--- config.mk ---
export PLATFORM = sky130hd
export DESIGN_NAME = round_robin_slot_scheduler_core_flat
export DESIGN_NICKNAME = d
export VERILOG_FILES = /design/src/sv/rrs_pkg.sv /design/src/sv/rrs_in_if.sv /design/src/sv/rrs_out_if.sv /design/src/sv/rrs_cfg_if.sv /design/src/sv/rrs_ready_queue.sv /design/src/sv/rrs_slot_sched.sv /design/src/sv/round_robin_slot_scheduler_core.sv /design/src/flat_wrapper.sv
export VERILOG_INCLUDE_DIRS = /design/src /design/src/sv
export SDC_FILE = /design/constraint.sdc
export NUM_CORES = 1
export LEC_CHECK = 0
export BUFFER_PORTS_ARGS = -buffer_cell sky130_fd_sc_hd__buf_2
export CAP_MARGIN = 20
export CORE_MARGIN = 8
export CORE_UTILIZATION = 52
export CTS_CLUSTER_DIAMETER = 60
export DETAILED_ROUTE_END_ITERATION = 12
export PLACE_DENSITY = 0.77
export SLEW_MARGIN = 20
export SYNTH_ARGS = -nofsm -noshare
export SYNTH_HDL_FRONTEND = slang
export SYNTH_SLANG_ARGS = --single-unit
--- constraint.sdc ---
create_clock -name clk -period 9.2 [get_ports clk]
set_input_delay 0.92 -clock clk [delete_from_list [all_inputs] [get_ports clk]]
set_output_delay 0.92 -clock clk [all_outputs]
set_load 0.05 [all_outputs]
--- src/sv/assert_macros.svh ---
// ----------------------------------------------------------------------------
// Assertion macros
// Shared assertion forms for the slot scheduler. Every form is clocked on clk
// and is switched off while rst_n is low.
// ----------------------------------------------------------------------------
`ifndef ASSERT_MACROS_SVH
`define ASSERT_MACROS_SVH

// A property that must hold at every clock edge outside reset.
`define RRS_ASSERT(lbl, prop, msg) \
  lbl: assert property (@(posedge clk) disable iff (!rst_n) (prop)) else $error(msg);

// A condition that must be followed by another one on the next edge.
`define RRS_ASSERT_NEXT(lbl, cond, nxt, msg) \
  lbl: assert property (@(posedge clk) disable iff (!rst_n) (cond) |=> (nxt)) else $error(msg);

`endif

--- src/sv/rrs_pkg.sv ---
// ----------------------------------------------------------------------------
// rrs_pkg
// Sizes, request and result types and helper functions of the round-robin
// slot scheduler.
// ----------------------------------------------------------------------------
package rrs_pkg;

  // Number of job slots and width of a tick count.
  localparam int SLOTS      = 16;
  localparam int TICK_BITS  = 16;

  // Derived widths.
  localparam int SLOT_W     = (SLOTS > 1) ? $clog2(SLOTS) : 1;
  localparam int CNT_W      = $clog2(SLOTS + 1);
  localparam int LEN_W      = 16;
  localparam int QNT_W      = 16;
  localparam int SLOT_OUT_W = 4;

  localparam logic [QNT_W-1:0] QUANTUM_RST = QNT_W'(10);
  localparam logic [31:0]      TICK_MAX    = 32'((64'(1) << TICK_BITS) - 64'(1));

  // Request command codes.
  typedef enum logic {
    CMD_CREATE = 1'b0,
    CMD_TICK   = 1'b1
  } cmd_t;

  // One request as held in the input register.
  typedef struct packed {
    logic             command;
    logic [LEN_W-1:0] job_ticks;
  } item_t;

  // One result as held in the output register.
  typedef struct packed {
    logic                  create_ok;
    logic [SLOT_OUT_W-1:0] created_slot;
    logic                  running_valid;
    logic [SLOT_OUT_W-1:0] running_slot;
    logic                  switched;
    logic                  finished_valid;
    logic [SLOT_OUT_W-1:0] finished_slot;
  } result_t;

  // A ready queue entry: the slot and the ticks it still has to run.
  typedef struct packed {
    logic [SLOT_W-1:0]    slot;
    logic [TICK_BITS-1:0] ticks;
  } entry_t;

  // Ready queue control from the scheduler.
  typedef struct packed {
    logic   push;
    logic   pop;
    entry_t wr_entry;
  } q_ctl_t;

  // Ready queue status to the scheduler.
  typedef struct packed {
    logic [CNT_W-1:0] count;
    entry_t           head;
  } q_stat_t;

  // Clamp a job length to the tick range.
  function automatic logic [TICK_BITS-1:0] sat_len(input logic [LEN_W-1:0] len);
    logic [31:0] wide;
    wide = 32'(len);
    if (wide > TICK_MAX) begin
      wide = TICK_MAX;
    end
    return wide[TICK_BITS-1:0];
  endfunction

  // Slice loaded on dispatch: min(quantum, remaining), a zero quantum acting as one.
  function automatic logic [TICK_BITS-1:0] first_slice(input logic [QNT_W-1:0] q,
                                                       input logic [TICK_BITS-1:0] rem);
    logic [QNT_W-1:0] q_eff;
    q_eff = (q == '0) ? QNT_W'(1) : q;
    if (32'(q_eff) < 32'(rem)) begin
      return TICK_BITS'(q_eff);
    end
    return rem;
  endfunction

endpackage

--- src/sv/rrs_in_if.sv ---
// ----------------------------------------------------------------------------
// rrs_in_if
// Request channel of the slot scheduler: command and job length.
// ----------------------------------------------------------------------------
interface rrs_in_if;
  logic        valid;
  logic        ready;
  logic        command;
  logic [15:0] job_ticks;

  modport source (output valid, output command, output job_ticks, input ready);
  modport sink   (input valid, input command, input job_ticks, output ready);
endinterface

--- src/sv/rrs_out_if.sv ---
// ----------------------------------------------------------------------------
// rrs_out_if
// Result channel of the slot scheduler: create, dispatch and finish report.
// ----------------------------------------------------------------------------
interface rrs_out_if;
  logic       valid;
  logic       ready;
  logic       create_ok;
  logic [3:0] created_slot;
  logic       running_valid;
  logic [3:0] running_slot;
  logic       switched;
  logic       finished_valid;
  logic [3:0] finished_slot;

  modport source (output valid, output create_ok, output created_slot,
                  output running_valid, output running_slot, output switched,
                  output finished_valid, output finished_slot, input ready);
  modport sink   (input valid, input create_ok, input created_slot,
                  input running_valid, input running_slot, input switched,
                  input finished_valid, input finished_slot, output ready);
endinterface

--- src/sv/rrs_cfg_if.sv ---
// ----------------------------------------------------------------------------
// rrs_cfg_if
// Configuration write channel of the slot scheduler: the time quantum.
// ----------------------------------------------------------------------------
interface rrs_cfg_if;
  logic        valid;
  logic        ready;
  logic [15:0] quantum;

  modport source (output valid, output quantum, input ready);
  modport sink   (input valid, input quantum, output ready);
endinterface

--- src/sv/rrs_ready_queue.sv ---
// ----------------------------------------------------------------------------
// rrs_ready_queue
// Circular ready queue of slot entries with their remaining ticks. One push
// and one pop per cycle; the head entry is visible combinationally.
// ----------------------------------------------------------------------------
`include "assert_macros.svh"

module rrs_ready_queue (
  input  logic            clk,
  input  logic            rst_n,
  input  rrs_pkg::q_ctl_t q_ctl,
  output rrs_pkg::q_stat_t q_stat
);
  import rrs_pkg::*;

  entry_t            entries_r [SLOTS];
  logic [SLOT_W-1:0] head_r, head_nxt;
  logic [SLOT_W-1:0] tail_r, tail_nxt;
  logic [CNT_W-1:0]  count_r, count_nxt;

  // Wrap a queue pointer at the slot count.
  function automatic logic [SLOT_W-1:0] ptr_inc(input logic [SLOT_W-1:0] p);
    return (32'(p) == SLOTS - 1) ? '0 : p + SLOT_W'(1);
  endfunction

  // Pointer and count update.
  always_comb begin
    head_nxt  = head_r;
    tail_nxt  = tail_r;
    count_nxt = count_r;
    if (q_ctl.push) begin
      tail_nxt = ptr_inc(tail_r);
    end
    if (q_ctl.pop) begin
      head_nxt = ptr_inc(head_r);
    end
    if (q_ctl.push && !q_ctl.pop) begin
      count_nxt = count_r + CNT_W'(1);
    end else if (q_ctl.pop && !q_ctl.push) begin
      count_nxt = count_r - CNT_W'(1);
    end
  end

  always_ff @(posedge clk) begin
    if (!rst_n) begin
      head_r  <= '0;
      tail_r  <= '0;
      count_r <= '0;
    end else begin
      head_r  <= head_nxt;
      tail_r  <= tail_nxt;
      count_r <= count_nxt;
    end
  end

  // Entry storage, written at the tail.
  always_ff @(posedge clk) begin
    if (q_ctl.push) begin
      entries_r[tail_r] <= q_ctl.wr_entry;
    end
  end

  assign q_stat.count = count_r;
  assign q_stat.head  = entries_r[head_r];

  // The queue never holds more entries than there are slots.
  `RRS_ASSERT(a_count_range, 32'(count_r) <= SLOTS, "ready queue count beyond slot count")

endmodule

--- src/sv/rrs_slot_sched.sv ---
// ----------------------------------------------------------------------------
// rrs_slot_sched
// Scheduling step: slot allocation, tick accounting, requeue and dispatch.
// Computes one result per request and updates the slot and running state.
// ----------------------------------------------------------------------------
`include "assert_macros.svh"

module rrs_slot_sched (
  input  logic                            clk,
  input  logic                            rst_n,
  input  logic                            go,
  input  rrs_pkg::item_t                  item,
  input  logic [rrs_pkg::QNT_W-1:0]       quantum,
  input  rrs_pkg::q_stat_t                q_stat,
  output rrs_pkg::q_ctl_t                 q_ctl,
  output rrs_pkg::result_t                result
);
  import rrs_pkg::*;

  logic [SLOTS-1:0]     busy_r, busy_nxt;
  logic                 cur_valid_r, cur_valid_nxt;
  logic [SLOT_W-1:0]    cur_slot_r, cur_slot_nxt;
  logic [TICK_BITS-1:0] cur_rem_r, cur_rem_nxt;
  logic [TICK_BITS-1:0] slice_r, slice_nxt;

  logic                 free_any;
  logic [SLOT_W-1:0]    free_idx;
  logic [TICK_BITS-1:0] len_sat;
  logic [TICK_BITS-1:0] rem_dec;
  logic [TICK_BITS-1:0] slice_dec;
  logic                 ready_none;
  int                   live_jobs;
  logic                 run_ticks_ok;

  // Lowest free slot.
  always_comb begin
    free_any = 1'b0;
    free_idx = '0;
    for (int i = SLOTS - 1; i >= 0; i--) begin
      if (!busy_r[i]) begin
        free_any = 1'b1;
        free_idx = SLOT_W'(i);
      end
    end
  end

  assign len_sat     = sat_len(item.job_ticks);
  assign rem_dec     = (cur_rem_r != '0) ? cur_rem_r - TICK_BITS'(1) : '0;
  assign slice_dec   = (slice_r != '0) ? slice_r - TICK_BITS'(1) : '0;
  assign ready_none  = (q_stat.count == '0);

  // One scheduling step.
  always_comb begin
    busy_nxt      = busy_r;
    cur_valid_nxt = cur_valid_r;
    cur_slot_nxt  = cur_slot_r;
    cur_rem_nxt   = cur_rem_r;
    slice_nxt     = slice_r;
    q_ctl         = '0;
    result        = '0;

    if (go) begin
      if (item.command == CMD_CREATE) begin
        // Create: take the lowest free slot and queue it.
        if (len_sat != '0 && free_any) begin
          busy_nxt[free_idx]    = 1'b1;
          q_ctl.push            = 1'b1;
          q_ctl.wr_entry.slot   = free_idx;
          q_ctl.wr_entry.ticks  = len_sat;
          result.create_ok      = 1'b1;
          result.created_slot   = SLOT_OUT_W'(free_idx);
        end
      end else if (!cur_valid_r) begin
        // Tick while idle: dispatch the head without charging it.
        if (!ready_none) begin
          q_ctl.pop       = 1'b1;
          cur_valid_nxt   = 1'b1;
          cur_slot_nxt    = q_stat.head.slot;
          cur_rem_nxt     = q_stat.head.ticks;
          slice_nxt       = first_slice(quantum, q_stat.head.ticks);
          result.switched = 1'b1;
        end
      end else if (rem_dec == '0) begin
        // The running job is done: free its slot and dispatch the head.
        busy_nxt[cur_slot_r]  = 1'b0;
        result.finished_valid = 1'b1;
        result.finished_slot  = SLOT_OUT_W'(cur_slot_r);
        if (!ready_none) begin
          q_ctl.pop       = 1'b1;
          cur_valid_nxt   = 1'b1;
          cur_slot_nxt    = q_stat.head.slot;
          cur_rem_nxt     = q_stat.head.ticks;
          slice_nxt       = first_slice(quantum, q_stat.head.ticks);
          result.switched = 1'b1;
        end else begin
          cur_valid_nxt = 1'b0;
          cur_slot_nxt  = '0;
          cur_rem_nxt   = '0;
          slice_nxt     = '0;
        end
      end else if (slice_dec == '0) begin
        // Slice expired: requeue the job and dispatch the head.
        result.switched = 1'b1;
        if (!ready_none) begin
          q_ctl.push           = 1'b1;
          q_ctl.wr_entry.slot  = cur_slot_r;
          q_ctl.wr_entry.ticks = rem_dec;
          q_ctl.pop            = 1'b1;
          cur_slot_nxt         = q_stat.head.slot;
          cur_rem_nxt          = q_stat.head.ticks;
          slice_nxt            = first_slice(quantum, q_stat.head.ticks);
        end else begin
          // Alone in the system: the same job comes straight back.
          cur_rem_nxt = rem_dec;
          slice_nxt   = first_slice(quantum, rem_dec);
        end
      end else begin
        cur_rem_nxt = rem_dec;
        slice_nxt   = slice_dec;
      end

      result.running_valid = cur_valid_nxt;
      result.running_slot  = cur_valid_nxt ? SLOT_OUT_W'(cur_slot_nxt) : '0;
    end
  end

  always_ff @(posedge clk) begin
    if (!rst_n) begin
      busy_r      <= '0;
      cur_valid_r <= 1'b0;
      cur_slot_r  <= '0;
      cur_rem_r   <= '0;
      slice_r     <= '0;
    end else begin
      busy_r      <= busy_nxt;
      cur_valid_r <= cur_valid_nxt;
      cur_slot_r  <= cur_slot_nxt;
      cur_rem_r   <= cur_rem_nxt;
      slice_r     <= slice_nxt;
    end
  end

  // Jobs held by the queue and the running position, and the running job's counters.
  assign live_jobs    = int'(q_stat.count) + int'(cur_valid_r);
  assign run_ticks_ok = (cur_rem_r != '0) && (slice_r != '0) && (slice_r <= cur_rem_r);

  // Every busy slot is either running or waiting in the queue.
  `RRS_ASSERT(a_busy_balance, $countones(busy_r) == live_jobs, "busy slots differ from live jobs")
  // A running job holds a busy slot.
  `RRS_ASSERT(a_run_busy, !cur_valid_r || busy_r[cur_slot_r], "running job on a free slot")
  // A running job always has ticks and slice left.
  `RRS_ASSERT(a_run_ticks, !cur_valid_r || run_ticks_ok, "running job without ticks or slice")

endmodule

--- src/sv/round_robin_slot_scheduler_core.sv ---
// ----------------------------------------------------------------------------
// round_robin_slot_scheduler_core
// Round-robin time-slice scheduler over job slots: creates jobs in the lowest
// free slot, charges timer ticks to the running job and rotates the ready
// queue on finish or slice expiry.
//
//   Channel  Dir  Handshake      Request content
//   in_ch    in   valid/ready    command, job_ticks
//   out_ch   out  valid/ready    create/running/switch/finish report
//   cfg_ch   in   valid/ready    quantum (reset 10)
//
// A request is held in the input register and its result is registered in
// the output register when the step runs; a new request is taken every cycle
// unless the output stalls. The whole step is one pass of the slot encoder
// and queue update in rrs_slot_sched. When the output is stalled the input
// register holds its request and in_ch.ready drops. Reset is synchronous and
// clears all control state; the quantum register is always ready.
// ----------------------------------------------------------------------------
module round_robin_slot_scheduler_core (
  input  logic       clk,
  input  logic       rst_n,
  rrs_in_if.sink     in_ch,
  rrs_out_if.source  out_ch,
  rrs_cfg_if.sink    cfg_ch
);
  import rrs_pkg::*;

  logic             in_vld_r, in_vld_nxt;
  item_t            in_item_r;
  logic             out_vld_r, out_vld_nxt;
  result_t          out_res_r;
  logic [QNT_W-1:0] quantum_r;
  logic             go;
  logic             in_take;
  result_t          step_res;
  q_ctl_t           q_ctl;
  q_stat_t          q_stat;

  // Handshake: the step runs when a request is held and the output can take it.
  assign go          = in_vld_r && (!out_vld_r || out_ch.ready);
  assign in_ch.ready = !in_vld_r || go;
  assign in_take     = in_ch.valid && in_ch.ready;
  assign cfg_ch.ready = 1'b1;

  always_comb begin
    in_vld_nxt = in_vld_r;
    if (in_take) begin
      in_vld_nxt = 1'b1;
    end else if (go) begin
      in_vld_nxt = 1'b0;
    end
    out_vld_nxt = out_vld_r;
    if (go) begin
      out_vld_nxt = 1'b1;
    end else if (out_ch.ready) begin
      out_vld_nxt = 1'b0;
    end
  end

  // Control registers and the quantum.
  always_ff @(posedge clk) begin
    if (!rst_n) begin
      in_vld_r  <= 1'b0;
      out_vld_r <= 1'b0;
      quantum_r <= QUANTUM_RST;
    end else begin
      in_vld_r  <= in_vld_nxt;
      out_vld_r <= out_vld_nxt;
      if (cfg_ch.valid && cfg_ch.ready) begin
        quantum_r <= cfg_ch.quantum;
      end
    end
  end

  // Payload registers.
  always_ff @(posedge clk) begin
    if (in_take) begin
      in_item_r.command   <= in_ch.command;
      in_item_r.job_ticks <= in_ch.job_ticks;
    end
    if (go) begin
      out_res_r <= step_res;
    end
  end

  rrs_slot_sched u_sched (
    .clk     (clk),
    .rst_n   (rst_n),
    .go      (go),
    .item    (in_item_r),
    .quantum (quantum_r),
    .q_stat  (q_stat),
    .q_ctl   (q_ctl),
    .result  (step_res)
  );

  rrs_ready_queue u_queue (
    .clk    (clk),
    .rst_n  (rst_n),
    .q_ctl  (q_ctl),
    .q_stat (q_stat)
  );

  // Result channel.
  assign out_ch.valid          = out_vld_r;
  assign out_ch.create_ok      = out_res_r.create_ok;
  assign out_ch.created_slot   = out_res_r.created_slot;
  assign out_ch.running_valid  = out_res_r.running_valid;
  assign out_ch.running_slot   = out_res_r.running_slot;
  assign out_ch.switched       = out_res_r.switched;
  assign out_ch.finished_valid = out_res_r.finished_valid;
  assign out_ch.finished_slot  = out_res_r.finished_slot;

endmodule
--- src/flat_wrapper.sv ---
// flat-port wrapper written by rule: the top's interface ports become plain ports
module round_robin_slot_scheduler_core_flat import rrs_pkg::*;
  (clk, rst_n, in_ch_valid, in_ch_command, in_ch_job_ticks, in_ch_ready, out_ch_valid, out_ch_create_ok, out_ch_created_slot, out_ch_running_valid, out_ch_running_slot, out_ch_switched, out_ch_finished_valid, out_ch_finished_slot, out_ch_ready, cfg_ch_valid, cfg_ch_quantum, cfg_ch_ready);
  rrs_in_if in_ch_i ();
  rrs_out_if out_ch_i ();
  rrs_cfg_if cfg_ch_i ();
  input  logic clk;
  input  logic rst_n;
  input wire logic [$bits(in_ch_i.valid)-1:0] in_ch_valid;
  input wire logic [$bits(in_ch_i.command)-1:0] in_ch_command;
  input wire logic [$bits(in_ch_i.job_ticks)-1:0] in_ch_job_ticks;
  output wire logic [$bits(in_ch_i.ready)-1:0] in_ch_ready;
  output wire logic [$bits(out_ch_i.valid)-1:0] out_ch_valid;
  output wire logic [$bits(out_ch_i.create_ok)-1:0] out_ch_create_ok;
  output wire logic [$bits(out_ch_i.created_slot)-1:0] out_ch_created_slot;
  output wire logic [$bits(out_ch_i.running_valid)-1:0] out_ch_running_valid;
  output wire logic [$bits(out_ch_i.running_slot)-1:0] out_ch_running_slot;
  output wire logic [$bits(out_ch_i.switched)-1:0] out_ch_switched;
  output wire logic [$bits(out_ch_i.finished_valid)-1:0] out_ch_finished_valid;
  output wire logic [$bits(out_ch_i.finished_slot)-1:0] out_ch_finished_slot;
  input wire logic [$bits(out_ch_i.ready)-1:0] out_ch_ready;
  input wire logic [$bits(cfg_ch_i.valid)-1:0] cfg_ch_valid;
  input wire logic [$bits(cfg_ch_i.quantum)-1:0] cfg_ch_quantum;
  output wire logic [$bits(cfg_ch_i.ready)-1:0] cfg_ch_ready;
  assign in_ch_i.valid = in_ch_valid;
  assign in_ch_i.command = in_ch_command;
  assign in_ch_i.job_ticks = in_ch_job_ticks;
  assign in_ch_ready = in_ch_i.ready;
  assign out_ch_valid = out_ch_i.valid;
  assign out_ch_create_ok = out_ch_i.create_ok;
  assign out_ch_created_slot = out_ch_i.created_slot;
  assign out_ch_running_valid = out_ch_i.running_valid;
  assign out_ch_running_slot = out_ch_i.running_slot;
  assign out_ch_switched = out_ch_i.switched;
  assign out_ch_finished_valid = out_ch_i.finished_valid;
  assign out_ch_finished_slot = out_ch_i.finished_slot;
  assign out_ch_i.ready = out_ch_ready;
  assign cfg_ch_i.valid = cfg_ch_valid;
  assign cfg_ch_i.quantum = cfg_ch_quantum;
  assign cfg_ch_ready = cfg_ch_i.ready;
  round_robin_slot_scheduler_core u_core (.clk(clk), .rst_n(rst_n), .in_ch(in_ch_i), .out_ch(out_ch_i), .cfg_ch(cfg_ch_i));
endmodule
==> results.py <==
metrics = {
    "outcome": {
        "status": "complete, no violations",
    },
    "global_routing": {
        "grt-ovfl-total": 0,
        "grt_max_degree": 47,
        "first_global_vias": 12841,
        "grt_usage": 0.2380,
        "grt_pass1_wl_mm": 79.93,
        "grt_antenna_before_repair": 1,
    },
    "cts": {
        "postCtsHoldBufs": 0,
        "cts_resized": 0,
        "numCtsBuffers": 47,
        "clock_latency_ns": 0.60,
        "cts.sinks": 441,
        "cts_tree": "done",
        "clk_pin_slew_ns": 0.06,
        "h-tree-depth": 2,
        "postCtsSetupRepairBufs": 0,
        "clock_path_buffers": 3,
        "root_buffer": "clkbuf_16",
    },
    "die": {
        "start_util": 0.5231,
        "die_y_microns": 212.7,
        "die_x_microns": 212.7,
        "rows": 72,
        "dieArea_sq_um": 45240,
        "coreArea_sq_um": 38470,
        "ios": 57,
    },
    "sta": {
        "period_share": 0.5770,
        "relSlewSlack": 0.2689,
        "fin_ws_ns": 3.891,
        "hold_viol_final": 0,
        "worst_pin_slew_ns": 1.093,
        "slew_viol_final": 0,
        "fin_setup_tns_ns": 0,
        "fin_crit_ns": 5.309,
        "setup_viol": 0,
        "clock.fmax_ghz": 0.1884,
        "finalClockSkew_ns": 0.02983,
        "rsz0062_at_grt": "no",
    },
    "worst_hold_path": {
        "hp-start": "u_core.u_sched.busy_r[15]",
        "min_to": "u_core.u_sched.busy_r[15]",
        "hold_class": "flop to flop",
        "whs_path_depth": 2,
    },
    "logic_synthesis": {
        "synth.largest_area_cell": "edfxtp_1",
        "syn_inst": 1419,
        "synth_nets": 1501,
        "synth_cell_type_count": 85,
        "yosysSeqAreaShare": 0.6144,
        "ys_top_cells_by_area": "edfxtp_1, mux4_2, dfxtp_1",
        "synth_top_area_share": 0.5268,
        "ys_seq_elements": 441,
        "async_flop_share": 0,
        "syn_area_per_cell_sq_um": 14.18,
        "synth_edf_count": 353,
        "ys.flop_type": "edfxtp_1",
        "yosysWarnings": 0,
        "syn-cell-area_sq_um": 20120,
    },
    "place": {
        "place_area_sq_um": 20890,
        "dpl_worst_slack_ns": 4.047,
        "gp_congestion": 1.004,
        "port_buffers": 55,
        "hpwl_mm": 33.12,
    },
    "cells_and_area": {
        "diodes": 0,
        "drive_gt1_frac": 0.2001,
        "nets": 1540,
        "syn_to_final_growth_pct": 11.41,
        "fill_cells": 2932,
        "finish.instance_area_sq_um": 22420,
        "final_core_util": 0.5827,
    },
    "route": {
        "viasPerCell": 6.520,
        "wl_per_cell_microns": 26.62,
        "wirelength_mm": 53.55,
        "dr.pass1.iters": 5,
        "drc": 0,
        "num_vias": 13119,
        "ant_nets": 0,
        "drtIter0Drc": 1499,
    },
    "pwr": {
        "seqPwrFrac": 0.454,
        "power.density_nw_per_um2": 218.5,
        "pwr-share-comb": 0.170,
        "power.total_w": 0.004898,
        "p_sw_w": 0.001395,
        "p_int_w": 0.003503,
        "p_leak_nw": 7.895,
        "switching_share": 0.2848,
        "ir_worst_vdd_mv": 0.1447,
        "clkPwrFrac": 0.376,
    },
    "setup_path": {
        "r2r_setup_slack_ns": 3.89,
        "arrival_ns": 5.82,
        "cp_data_required_time_ns": 9.72,
        "path_max_fanout": 18,
        "critPathLaunchType": "flop",
        "reg2reg_to": "u_core.u_queue.count_r[4]",
        "crit_type": "flop to flop",
        "end_kind": "flop",
        "crit-reg2reg-launch": "u_core.u_sched.cur_rem_r[0]",
        "rr_worst_depth": 17,
    },
    "run": {
        "maxCapViolCount": 0,
    },
}
## metrics by stage
stage,hold slack (ns),std cells
2_1_floorplan,0.4528,1419
3_3_place_gp,0.4758,1927
3_5_place_dp,0.4890,1927
4_1_cts,0.4897,2012
5_1_grt,0.5075,2012
6_report,0.4983,2012
## area by class of cell
class | count | area [sq um] | share of cell area
clock buffers | 60 | 1309 | 0.05838
inverters | 58 | 217.7 | 0.009712
flip-flops and latches | 441 | 12370 | 0.5519
well taps | 518 | 648.1 | 0.02891
repair buffers | 86 | 508.0 | 0.02266
clock inverters | 25 | 211.5 | 0.009433
multi-input cells | 824 | 7152 | 0.3190
## cell families (layout without fill, tap and decap cells)
family,after synthesis,after routing,share of synthesized area
AO/OA/AOI/OAI,258,258,0.09259
adder cells (fa/ha/maj),44,44,0.02773
multiplexers,149,149,0.1353
buffers and inverters,154,229,0.03128
other,1,1,0.0001864
AND/OR/NAND/NOR,351,351,0.08936
flip-flops,441,441,0.6144
XOR/XNOR,21,21,0.009141
## sequential cells by signal (all words and copies together), names as in the netlist, 4 cells and up, named ones only
register                     cells
u_core.in_item_r                17
u_core.out_ch.created_slot       4
u_core.out_ch.finished_slot      4
u_core.out_ch.running_slot       4
u_core.quantum_r                16
u_core.u_queue.count_r           5
u_core.u_queue.entries_r       320
u_core.u_queue.head_r            4
u_core.u_queue.tail_r            4
u_core.u_sched.busy_r           16
u_core.u_sched.cur_rem_r        16
u_core.u_sched.cur_slot_r        4
u_core.u_sched.slice_r          16
## Yosys cell counts, types with 6 or more instances
cell type and count:
or4_1 7, o21ai_0 32, or3_1 13, a211oi_1 9, a41oi_1 6, a21oi_1 49, o21a_1 6, nor4_1 18
nor2_1 99, xor2_1 10, a21o_1 14, edfxtp_1 353, and3_1 18, a22oi_1 20, nand2b_1 6, nand3_1 13
xnor2_1 11, ha_1 43, mux4_2 98, buf_1 8, o31ai_1 15, inv_1 57, nor2b_1 8, nand2_1 92
nand4_1 15, o211ai_1 22, mux2i_1 47, and2_1 11, buf_2 17, a221oi_1 9, clkbuf_1 65, a22o_1 15
o22ai_1 12, dfxtp_1 88, nor3_1 20
## power by group through the flow
stage | sequential, W | combinational, W | clock, W
floorplan | 0.00225 | 0.000594 | 0
finish | 0.00222 | 0.000833 | 0.00184
CTS | 0.00222 | 0.000811 | 0.00187
global route | 0.00223 | 0.000898 | 0.00194
global placement | 0.00226 | 0.000799 | 0
detailed placement | 0.00226 | 0.000804 | 0
## routing by layer
metal / up-vias / share of wire / GRT usage
li1: 5642 / - / -
met1: 6538 / 0.39 / 0.3117
met2: 783 / 0.47 / 0.3854
met3: 154 / 0.087 / 0.04124
met4: 2 / 0.044 / 0.1123
met5: - / 0.00024 / 0
## worst max-delay path: stages (launching register included)
cell,delay [ns]
dfxtp_1,0.38
inv_1,0.15
ha_1,0.29
or3b_2,0.47
or3_1,0.35
a22oi_1,0.48
a211o_1,0.30
o311ai_4,0.18
o31ai_1,0.41
and2_1,0.55
ha_1,0.32
inv_1,0.12
ha_1,0.30
a21o_1,0.18
a21oi_1,0.20
xnor2_1,0.10
or3_1,0.31
a21oi_1,0.14
## cell usage in the layout (no fill, tap or decap), types with 43 or more instances in the layout
master / Yosys / routed
edfxtp_1: 353 / 353
nor2_1: 99 / 98
mux4_2: 98 / 98
nand2_1: 92 / 92
dfxtp_1: 88 / 85
inv_1: 57 / 57
buf_2: 17 / 55
clkbuf_16: 0 / 50
a21oi_1: 49 / 48
mux2i_1: 47 / 47
ha_1: 43 / 43
## worst max path at each step
stage / startpoint / end / slack [ns] / depth (start not counted)
floorplan: flop / u_core.u_sched.slice_r[5] / 4.46 / 17
global placement: flop / u_core.u_sched.slice_r[0] / 4.14 / 14
detailed placement: flop / u_core.u_sched.slice_r[0] / 4.05 / 14
CTS: flop / u_core.u_sched.slice_r[0] / 4.00 / 14
global route: flop / u_core.u_sched.slice_r[0] / 3.56 / 14
finish: u_core.u_sched.cur_rem_r[0] / u_core.u_queue.count_r[4] / 3.89 / 17
Power figures use the tool's default switching activity.
